[src/wcs_pkg.sv]
`default_nettype none

package wcs_pkg;

   // Size of the sequence space; sends stop once next_seq reaches it.
   localparam int unsigned NUM_PACKETS = 256;

   localparam int unsigned SEQ_W = 9;
   localparam int unsigned NUM_W = 8;
   localparam int unsigned DUP_W = 3;

   localparam logic [NUM_W-1:0] THRESH_RESET = NUM_W'(16);
   localparam logic [NUM_W-1:0] WINDOW_RESET = NUM_W'(1);
   localparam logic [NUM_W-1:0] WINDOW_MAX   = NUM_W'(255);
   localparam logic [DUP_W-1:0] DUP_LIMIT    = DUP_W'(3);

   // Item kinds on the request channel.
   localparam logic REQ_TICK = 1'b0;
   localparam logic REQ_ACK  = 1'b1;

   typedef struct packed {
      logic             req_type;
      logic [NUM_W-1:0] ack_num;
   } req_payload_type;

   typedef struct packed {
      logic             send_valid;
      logic [NUM_W-1:0] send_seq;
      logic             ack_new;
      logic             fast_retransmit;
      logic [SEQ_W-1:0] window_base;
      logic [NUM_W-1:0] window_size;
      logic [NUM_W-1:0] threshold;
   } rsp_payload_type;

   // Handshake between the input register and the update engine.
   typedef struct packed {
      logic            valid;
      req_payload_type payload;
   } stage_type;

endpackage

`default_nettype wire

[src/wcs_req_if.sv]
`default_nettype none

interface wcs_req_if import wcs_pkg::*; ();
   logic            valid;
   logic            ready;
   req_payload_type payload;

   modport source (output valid, output payload, input ready);
   modport sink (input valid, input payload, output ready);
endinterface

`default_nettype wire

[src/wcs_rsp_if.sv]
`default_nettype none

interface wcs_rsp_if import wcs_pkg::*; ();
   logic            valid;
   logic            ready;
   rsp_payload_type payload;

   modport source (output valid, output payload, input ready);
   modport sink (input valid, input payload, output ready);
endinterface

`default_nettype wire

[src/wcs_in_stage.sv]
`default_nettype none

module wcs_in_stage import wcs_pkg::*; (
   input  wire logic  clock,
   input  wire logic  reset,
   wcs_req_if.sink    req_chan,
   input  wire logic  advance,
   output stage_type  stage
);

   logic            valid_ff;
   logic            valid_in;
   req_payload_type payload_ff;
   logic            load;

   // The register may refill in the same cycle that it hands its item on.
   assign req_chan.ready = !valid_ff || advance;
   assign load           = req_chan.valid && req_chan.ready;
   assign valid_in       = req_chan.ready ? req_chan.valid : valid_ff;

   always_ff @(posedge clock) begin
      if (reset) begin
         valid_ff <= 1'b0;
      end else begin
         valid_ff <= valid_in;
      end
   end

   always_ff @(posedge clock) begin
      if (load) begin
         payload_ff <= req_chan.payload;
      end
   end

   assign stage.valid   = valid_ff;
   assign stage.payload = payload_ff;

endmodule

`default_nettype wire

[src/wcs_engine.sv]
`default_nettype none

module wcs_engine import wcs_pkg::*; (
   input  wire logic             clock,
   input  wire logic             reset,
   input  wire logic             csr_we,
   input  wire logic [NUM_W-1:0] csr_wdata,
   input  wire stage_type        stage,
   output logic                  advance,
   wcs_rsp_if.source             rsp_chan
);

   localparam logic [SEQ_W:0] SeqLimit = (SEQ_W+1)'(NUM_PACKETS);

   logic [SEQ_W-1:0] base_ff, base_in;
   logic [SEQ_W-1:0] next_ff, next_in;
   logic [SEQ_W-1:0] expect_ff, expect_in;
   logic [DUP_W-1:0] dup_ff, dup_in;
   logic [NUM_W-1:0] cwnd_ff, cwnd_in;
   logic [NUM_W-1:0] ssl_ff, ssl_in;

   logic             out_valid_ff, out_valid_in;
   rsp_payload_type  out_ff, out_in;

   logic             is_ack;
   logic             can_send;
   logic             matched;
   logic             rewind;
   logic [SEQ_W:0]   window_end;
   logic [SEQ_W-1:0] ack_next;
   logic [NUM_W:0]   grown;

   assign advance      = stage.valid && (!out_valid_ff || rsp_chan.ready);
   assign out_valid_in = advance || (out_valid_ff && !rsp_chan.ready);

   always_comb begin
      is_ack     = (stage.payload.req_type == REQ_ACK);
      window_end = {1'b0, base_ff} + {2'b00, cwnd_ff};
      can_send   = !is_ack && ({1'b0, next_ff} < SeqLimit)
                   && ({1'b0, next_ff} < window_end);
      matched    = is_ack && ({1'b0, stage.payload.ack_num} == expect_ff);
      rewind     = is_ack && !matched && (dup_ff == DUP_LIMIT - DUP_W'(1));
      ack_next   = {1'b0, stage.payload.ack_num} + SEQ_W'(1);
      grown      = (cwnd_ff < ssl_ff) ? {cwnd_ff, 1'b0} : {1'b0, cwnd_ff} + (NUM_W+1)'(1);

      base_in   = base_ff;
      next_in   = next_ff;
      expect_in = expect_ff;
      dup_in    = dup_ff;
      cwnd_in   = cwnd_ff;
      ssl_in    = ssl_ff;

      if (can_send) begin
         next_in = next_ff + SEQ_W'(1);
      end
      if (is_ack) begin
         expect_in = ack_next;
         if (matched) begin
            base_in = ack_next;
            cwnd_in = (grown > {1'b0, WINDOW_MAX}) ? WINDOW_MAX : grown[NUM_W-1:0];
            dup_in  = '0;
         end else if (dup_ff < DUP_LIMIT) begin
            dup_in = dup_ff + DUP_W'(1);
         end
         if (rewind) begin
            ssl_in  = cwnd_ff >> 1;
            cwnd_in = WINDOW_RESET;
            next_in = base_ff;
         end
      end

      out_in.send_valid      = can_send;
      out_in.send_seq        = can_send ? next_ff[NUM_W-1:0] : '0;
      out_in.ack_new         = matched;
      out_in.fast_retransmit = rewind;
      out_in.window_base     = base_in;
      out_in.window_size     = cwnd_in;
      out_in.threshold       = ssl_in;
   end

   always_ff @(posedge clock) begin
      if (reset) begin
         base_ff      <= '0;
         next_ff      <= '0;
         expect_ff    <= '0;
         dup_ff       <= '0;
         cwnd_ff      <= WINDOW_RESET;
         ssl_ff       <= THRESH_RESET;
         out_valid_ff <= 1'b0;
      end else begin
         out_valid_ff <= out_valid_in;
         if (csr_we) begin
            ssl_ff <= csr_wdata;
         end else if (advance) begin
            ssl_ff <= ssl_in;
         end
         if (advance) begin
            base_ff   <= base_in;
            next_ff   <= next_in;
            expect_ff <= expect_in;
            dup_ff    <= dup_in;
            cwnd_ff   <= cwnd_in;
         end
      end
   end

   always_ff @(posedge clock) begin
      if (advance) begin
         out_ff <= out_in;
      end
   end

   assign rsp_chan.valid   = out_valid_ff;
   assign rsp_chan.payload = out_ff;

endmodule

`default_nettype wire

[src/window_congestion_sender_core.sv]
// A result passes through the input register and then the output register
// before it is offered on the result channel.
// One request per cycle while results drain; the update is combinational.
// Stalls on the result channel back up through the input register only.
// Reset (synchronous, active high) clears all pointers, sets the window
// to one and the slow start threshold to 16.
`default_nettype none

module window_congestion_sender_core import wcs_pkg::*; (
   input  wire logic             clock,
   input  wire logic             reset,
   input  wire logic             csr_we,
   input  wire logic [NUM_W-1:0] csr_wdata,
   wcs_req_if.sink               req_chan,
   wcs_rsp_if.source             rsp_chan
);

   // The input register holds one request; the engine applies it to the
   // window state and captures the result in its output register. Because
   // the input register refills while it hands its item on, a transfer can
   // be taken every cycle as long as the result side keeps draining.
   stage_type stage;
   logic      advance;

   wcs_in_stage u_in_stage (
      .clock    (clock),
      .reset    (reset),
      .req_chan (req_chan),
      .advance  (advance),
      .stage    (stage)
   );

   // A write to the threshold register loads the live slow start limit.
   // Writes must happen only while the block is idle; the block does not enforce
   // this, and a write takes priority over the threshold update from a request.
   wcs_engine u_engine (
      .clock     (clock),
      .reset     (reset),
      .csr_we    (csr_we),
      .csr_wdata (csr_wdata),
      .stage     (stage),
      .advance   (advance),
      .rsp_chan  (rsp_chan)
   );

endmodule

`default_nettype wire
[src/flat_wrapper.sv]
// flat-port wrapper written by rule: the top's interface ports become plain ports
module window_congestion_sender_core_flat import wcs_pkg::*;
  (clock, reset, csr_we, csr_wdata, req_chan_valid, req_chan_payload, req_chan_ready, rsp_chan_valid, rsp_chan_payload, rsp_chan_ready);
  wcs_req_if req_chan_i ();
  wcs_rsp_if rsp_chan_i ();
  input  wire logic clock;
  input  wire logic reset;
  input  wire logic csr_we;
  input  wire logic [NUM_W-1:0] csr_wdata;
  input wire logic [$bits(req_chan_i.valid)-1:0] req_chan_valid;
  input wire logic [$bits(req_chan_i.payload)-1:0] req_chan_payload;
  output wire logic [$bits(req_chan_i.ready)-1:0] req_chan_ready;
  output wire logic [$bits(rsp_chan_i.valid)-1:0] rsp_chan_valid;
  output wire logic [$bits(rsp_chan_i.payload)-1:0] rsp_chan_payload;
  input wire logic [$bits(rsp_chan_i.ready)-1:0] rsp_chan_ready;
  assign req_chan_i.valid = req_chan_valid;
  assign req_chan_i.payload = req_chan_payload;
  assign req_chan_ready = req_chan_i.ready;
  assign rsp_chan_valid = rsp_chan_i.valid;
  assign rsp_chan_payload = rsp_chan_i.payload;
  assign rsp_chan_i.ready = rsp_chan_ready;
  window_congestion_sender_core u_core (.clock(clock), .reset(reset), .csr_we(csr_we), .csr_wdata(csr_wdata), .req_chan(req_chan_i), .rsp_chan(rsp_chan_i));
endmodule
[config.mk]
export PLATFORM = sky130hd
export DESIGN_NAME = window_congestion_sender_core_flat
export DESIGN_NICKNAME = d
export VERILOG_FILES = /design/src/wcs_pkg.sv /design/src/wcs_req_if.sv /design/src/wcs_rsp_if.sv /design/src/wcs_in_stage.sv /design/src/wcs_engine.sv /design/src/window_congestion_sender_core.sv /design/src/flat_wrapper.sv
export SDC_FILE = /design/constraint.sdc
export NUM_CORES = 1
export LEC_CHECK = 0
export ABC_AREA = 1
export BUFFER_PORTS_ARGS = -buffer_cell sky130_fd_sc_hd__buf_2
export CORE_MARGIN = 2
export CORE_UTILIZATION = 55
export DETAILED_ROUTE_END_ITERATION = 10
export PLACE_DENSITY = 0.82
export SYNTH_ARGS = -nofsm -noshare
export SYNTH_HDL_FRONTEND = slang
export SYNTH_SLANG_ARGS = --single-unit
[constraint.sdc]
create_clock -name clock -period 4.2 [get_ports clock]
set_input_delay 0.21 -clock clock [delete_from_list [all_inputs] [get_ports clock]]
set_output_delay 0.21 -clock clock [all_outputs]
set_load 0.02 [all_outputs]
==> results of run 1 <==
[power by group]
| group | total (mW) | leakage [nW] | internal, mW | switching (mW) |
|---|---|---|---|---|
| registers | 1.02 | 0.817 | 0.994 | 0.0295 |
| clock network | 0.552 | 0.0868 | 0.220 | 0.332 |
| logic | 0.232 | 1.55 | 0.0754 | 0.156 |
| total | 1.81 | 2.46 | 1.29 | 0.518 |
[state kept, by name (all words and copies together), names as in the netlist]
name                              cells
u_core.u_engine.rsp_chan.payload     36
u_core.u_engine.base_ff               9
u_core.u_engine.expect_ff             9
u_core.u_engine.next_ff               9
u_core.u_in_stage.stage               9
u_core.u_engine.cwnd_ff               8
u_core.u_engine.ssl_ff                8
u_core.u_engine.dup_ff                3
u_core.u_engine.rsp_chan.valid        1
u_core.u_in_stage.valid_ff            1
[worst register-to-register path: cells and delay by family (launching register included)]
family	cells	cell delay, ns
compound gates	5	0.79
xor+xnor	1	0.14
buf+inv	1	0.07
flops	1	0.49
fa+ha+maj	3	0.92
simple gates	9	0.95
[cell type report]
cell class	instances	share of cell area (%)
multi-input cells	437	41.4
flip-flops and latches	93	41.1
inverters	93	6.23
repair buffers	62	5.65
well taps	111	2.47
clock buffers	10	2.27
clock inverters	6	0.845
[routing by layer]
layer  share of wire (%)  track usage, %
met5                   0               0
met4                 2.0            8.54
met3                 5.5            2.79
met2                  47            38.0
met1                  46            32.4
[through the flow]
step	setup slack, ns	power, mW	hold WS (ns)	area [sq um]
final	0.672	1.81	0.0123	5630
after CTS	0.699	1.81	0.00547	5630
after detailed placement	0.730	1.27	0.388	5450
after global placement	0.872	1.27	0.387	5450
after floorplan	1.13	1.21	0.309	5110
after global routing	0.326	1.88	0.00290	5630
[worst max-delay path by stage]
| stage | endpoint | slack (ns) | cells past startpoint |
|---|---|---|---|
| after CTS | u_core.u_engine.next_ff[4]$_SDFFE_PP0P_ | 0.70 | 19 |
| after global placement | u_core.u_engine.next_ff[7]$_SDFFE_PP0P_ | 0.87 | 19 |
| after floorplan | u_core.u_engine.next_ff[7]$_SDFFE_PP0P_ | 1.13 | 20 |
| final | u_core.u_engine.next_ff[4]$_SDFFE_PP0P_ | 0.67 | 19 |
| after global routing | u_core.u_engine.next_ff[4]$_SDFFE_PP0P_ | 0.33 | 19 |
| after detailed placement | u_core.u_engine.next_ff[4]$_SDFFE_PP0P_ | 0.73 | 19 |
[cells by family after synthesis]
kind of cell,count (synthesis),synth area share [%]
and+or+nand+nor,255,20.8
AOI/OAI and AO/OA,131,13.8
buffers and inverters,116,9.11
DFF,93,45.2
adders and majority gates,29,7.25
xor gates and xnor gates,22,3.77
[placed cells by master, fill, tap and decap left out, types with 2 or more instances in the layout]
cell,count
nand2_1,133
inv_1,91
o21ai_0,60
nor2_1,59
buf_2,59
dfxtp_1,48
nand3_1,47
edfxtp_1,45
a21oi_1,44
ha_1,28
xor2_1,21
clkbuf_8,9
a31oi_1,8
o21ai_1,7
nor3_1,5
nand4_1,5
clkinv_4,3
buf_4,3
o22ai_1,2
a21o_1,2
clkinv_2,2
o21ai_2,2
nand2_2,2
==> summary.txt, run 1 <==
Outcome
  – Status: finished, final reports clean

Setup path
  – Worst reg2reg startpoint: u_core.u_engine.cwnd_ff[0]$_SDFFE_PP1P_
  – Setup CP Type: flip-flop to flip-flop
  – Peak per-stage delay on the critical path: 0.49 ns
  – Critical path startpoint category: flip-flop
  – R2R depth: 19
  – Kind of cell adding the most delay to the critical path: simple AND/OR/NAND/NOR gates
  – CP cell instances: ha_1, inv_1, fa_1, o21ai_0, a21oi_1, o21ai_0, nand2_1, nand2_1, a21oi_1, xor2_1, ha_1, nand2_1, nand2_1, nand2_2, nand2_2, nand2_1, nand3_1, nand2_1, a21oi_1
  – WP buf/inv: 1
  – R2R Path End: u_core.u_engine.next_ff[4]$_SDFFE_PP0P_
  – WP data required: 4.42 ns
  – CP dominant cell by count: nand2_1
  – Slowest library cell on the worst path: dfxtp_1
  – Critical path endpoint category: flip-flop
  – Critical path fanouts, max: 17
  – Crit path arrival time: 3.75 ns
  – Crit path from: u_core.u_engine.cwnd_ff[0]$_SDFFE_PP1P_
  – Flop2flop setup slack: between 0.6 and 0.7 ns

Finish
  – FF+latch area: 2310 sq um
  – Number of fill cells: approximately 780
  – Multi-input gate area: between 2000 and 2500 sq um
  – Final nets: 747
  – Fin cells: 812
  – Synth-to-layout area growth: 10.1%
  – Share of cells above drive strength 1: 12.6%
  – Final Core Density: about 62%
  – ANT cells: 0

Clocking
  – Clk Tree Root Cell: clkbuf_8
  – Cts hold-fix bufs: 0
  – CTS tree: yes
  – PostCTS Resize Cnt: 0
  – CTS buffer count: 9
  – Post-CTS Setup Repair Bufs: 0
  – Clk buf depth: 2
  – # H-tree levels: 3
  – CTS clk-pin slew, worst paths: 0.09 ns
  – Worst-Skew Late Latency: 0.37 ns
  – Clock Sink Count: 93

Synth
  – Synth warnings: 0
  – Top post-synthesis cells by count: nand2_1, inv_1, o21ai_0, nor2_1, dfxtp_1
  – Avg Inst Size Synth: 7.91 sq um
  – Library cells used by synthesis: 36
  – Most common flop cell mapped by yosys: dfxtp_1
  – Sequential share of the synthesized area: 45.2%
  – Syn nets: 697
  – Mapped Area: 5110 sq um
  – Yosys reg bits: 93
  – Ys async rst share: 0%
  – Post-Synthesis Cells: 646
  – Share of the synthesized area in the top cell type: about a quarter
  – EDFF count, synth: 45
  – Count leader, synth: nand2_1
  – Top cells by area, synth: edfxtp_1, dfxtp_1, nand2_1, ha_1, inv_1
  – Biggest area consumer among synthesized cells: edfxtp_1

STA
  – Final Cycle Share: 84.0%
  – Worst-Margin Slew: between 0.7 and 0.8 ns
  – Final Max Tran Viols: 0
  – FMAX: 0.283 GHz
  – RSZ-0062 raised after global routing: false
  – Setup TNS Final: 0 ns
  – Crit path time final: 3.53 ns
  – Final hold vios: 0
  – Endpoints failing setup: 0
  – Final Skew: around 0.013 ns
  – Worst slew margin: 49.1%

Global routing
  – Vias in the first global route: 4,010
  – First-pass GRT wire length: 18,800 um
  – Total track usage: between 20% and 30%
  – GRT overflow: 0
  – Initial antenna violation count: 0
  – Largest net degree at the start of global routing: 40

Power and ir drop
  – Lkg Pwr: 2.46 nW
  – Peak VDD IR: 0.000212 V
  – Pwr dens: 321 nW/um^2

Drt
  – Wire per inst: ~14 um
  – DRT Pass-1 Iters: 5
  – DR vias/cell: between 5 and 6
  – DRC viols: 0
  – DRT iter0 DRCs: 313
  – Antenna Violating Nets Remaining: 0
  – Vias: 4,489
  – Routed wire length: 11,200 um

Die
  – Die footprint: a little over 10,000 sq um
  – Initial Utilization: a little under three fifths
  – FP Rows: 35
  – Die height: 100 um
  – # IOs: 60
  – Die Wd: 100 um
  – Core area: between 9000 and 10,000 sq um

Min path
  – Worst Hold Endpoint: u_core.u_in_stage.stage[3]$_DFFE_PP_
  – Min-delay src: req_chan_payload[3]
  – Worst Hold Class: primary input to flip-flop
  – Hold-critical path depth: 1

Placed design
  – Port bufs: 59
  – Dpl cells: a little under 800
  – Hpwl dp: 8030 um
  – Gpl congestion: 0.951

Flow run
  – Max cap viols: 0
Power figures use the tool's default switching activity.
==> run 2, diff against run 1 <==
Settings changed: CORE_UTILIZATION 55 to 53.
Clock period 4.2 ns to 3.2 ns, I/O delays scaled along.
==> run 2 against run 1 <==
Net effect: clock skew down 0.0051 ns; total power up 41%; sequential share of layout area down 1.9 points; worst setup slack worse by 0.49 ns; wire length up 6.2%; clock-buffer cell count up 3; global-route usage down 0.23 points; core utilization up 1.8 points; largest cell class unchanged.
==> summary.txt, run 2 (same netlist as run 1, synthesis figures left out) <==
Outcome
  – Status: finished, final reports clean

Die
  – FP Rows: 35
  – Core area: 9280 sq um
  – Die footprint: approximately 10,000 sq um
  – Die height: 102 um
  – Initial Utilization: 55.0%
  – # IOs: 60
  – Die Wd: around 100 um

Placed design
  – Gpl congestion: 0.943
  – Port bufs: 59
  – Hpwl dp: 8580 um
  – Post-Place Worst Slack: 0.0287 ns

Clocking
  – CTS clk-pin slew, worst paths: approximately 0.09 ns
  – CTS tree: yes
  – # H-tree levels: 3
  – Worst-Skew Late Latency: 0.35 ns
  – Clock Sink Count: 93
  – CTS buffer count: 9
  – Clk Tree Root Cell: clkbuf_8
  – Post-CTS Setup Repair Bufs: 0
  – Clk buf depth: 2

Power and ir drop
  – Clock Power Share: about a third
  – Lkg Pwr: 2.57 nW
  – Seq pwr share: between 50% and 60%
  – Cell internal pwr: roughly 1.9 mW
  – Net Sw Power: 654 uW
  – Sw Share: 25.8%
  – Comb pwr share: 13.4%
  – Peak VDD IR: between 0.0002 and 0.00025 V
  – Pwr dens: 430 nW/um^2

Drt
  – DRC viols: 0
  – DRT Pass-1 Iters: 5
  – DRT iter0 DRCs: 302
  – DR vias/cell: 5.31
  – Vias: between 4,000 and 5,000
  – Routed wire length: 11,900 um
  – Wire per inst: 14.0 um
  – Antenna Violating Nets Remaining: 0

Finish
  – Synth-to-layout area growth: 15.5%
  – Max reg flops: 36
  – Most common cell after layout, fill and taps aside: nand2_1
  – Final nets: roughly 770
  – Most frequent cells in the layout: nand2_1, inv_1, nor2_1, buf_2, o21ai_0
  – ANT cells: 0
  – Number of fill cells: 817
  – Share of cells above drive strength 1: 14.5%
  – Final Core Density: 63.6%

Global routing
  – First-pass GRT wire length: 19,200 um
  – Largest net degree at the start of global routing: 44
  – Initial antenna violation count: 0
  – GRT overflow: 0
  – Vias in the first global route: ~4,200
  – Total track usage: 23.2%

STA
  – Endpoints failing setup: 0
  – Crit path time final: 3.01 ns
  – Final Max Tran Viols: 0
  – Worst hold slack: 0.0551 ns
  – Final Cycle Share: 94.2%
  – FMAX: 0.332 GHz
  – Worst slew margin: between 40% and 50%
  – Final hold vios: 0
  – Final Skew: 0.00799 ns
  – Fin worst setup slack: 0.185 ns
  – Worst-Margin Slew: 0.876 ns

Min path
  – Worst Hold Class: primary input to flip-flop

Setup path
  – Setup CP Type: flip-flop to flip-flop
  – Peak per-stage delay on the critical path: between 0.3 and 0.4 ns
  – WP data required: 3.40 ns
  – Critical path endpoint category: flip-flop
  – Kind of cell adding the most delay to the critical path: simple AND/OR/NAND/NOR gates
  – CP dominant cell by count: nand2_1
  – WP buf/inv: 3
  – Critical path startpoint category: flip-flop
  – Slowest library cell on the worst path: dfxtp_2
  – CP cell instances: ha_4, nand2_1, nand2_1, a31oi_2, inv_1, a21oi_2, xor2_1, ha_1, nand2_1, inv_1, a21oi_1, nand2_1, nand2_1, nand2_1, nand2_1, nand2_1, nand2_2, nand2_2, buf_4, nor2_1
  – Crit path arrival time: roughly 3.2 ns
  – Critical path fanouts, max: 10

Flow run
  – Max cap viols: 0
## run 2: cell types whose count changed in the layout (fill, tap and decap cells not counted), sizes merged
cell	before	now
bufinv	0	2
clkinv	5	2
dlygate4sd3	0	9
clkinvlp	1	0
buf	62	74
clkbuf	10	13
inv	93	92
## run 2: power by group through the flow
stage	registers [mW]	clock network, mW	logic [mW]
finish	1.34	0.862	0.341
global route	1.34	0.928	0.378
CTS	1.34	0.874	0.336
detailed placement	1.36	0	0.325
global placement	1.36	0	0.315
floorplan	1.39	0	0.197
## run 2: what timing repair did
item,in CTS,in global routing
endpoints found under the setup margin,0,18
hold endpoints to repair,9,0
hold buffers,9,0
gates resized for setup,0,9
## run 2: metrics by stage
stage                     setup TNS (ns)  total power, mW  area (sq um)  instances
after floorplan                        0             1.59          5110        646
after global placement                 0             1.68          5560        826
after detailed placement               0             1.69          5560        826
after CTS                              0             2.55          5870        851
after global routing            -0.00647             2.65          5900        851
final                                  0             2.54          5900        851
## run 2: cell type report
type	instances	area, sq um	share of cell area (%)
Multi-Input combinational cell	437	2360	40.0
Sequential cell	93	2320	39.2
Timing Repair Buffer	83	498	8.44
Inverter	93	350	5.94
Tap cell	129	161	2.73
Clock buffer	13	149	2.52
Clock inverter	3	68.8	1.17
## run 2: path summary, 6_finish.rpt
check	start	end	slack (ns)	cells past startpoint
max reg2reg	u_core.u_engine.base_ff[2]$_SDFFE_PP0P_	u_core.u_engine.rsp_chan.payload[28]$_SDFFCE_PP0P_	0.19	20
min reg2reg	u_core.u_in_stage.valid_ff$_SDFFE_PP0N_	u_core.u_engine.rsp_chan.valid$_SDFF_PP0_	0.47	2
max	u_core.u_engine.base_ff[2]$_SDFFE_PP0P_	u_core.u_engine.rsp_chan.payload[28]$_SDFFCE_PP0P_	0.19	20
min	csr_wdata[4]	u_core.u_engine.ssl_ff[4]$_SDFFE_PP1P_	0.06	3
## run 2: routing by layer
layer | share of wire, % | track usage (%)
met5 | 0 | 0
met4 | 1.4 | 7.90
met3 | 5.2 | 3.56
met2 | 48 | 38.7
met1 | 45 | 30.9
## run 2: tightest hold or removal path: cells and delay by family
kind	cells	cell delay [ns]
AO/OA/AOI/OAI	2	0.14
buffers and inverters	1	0.07
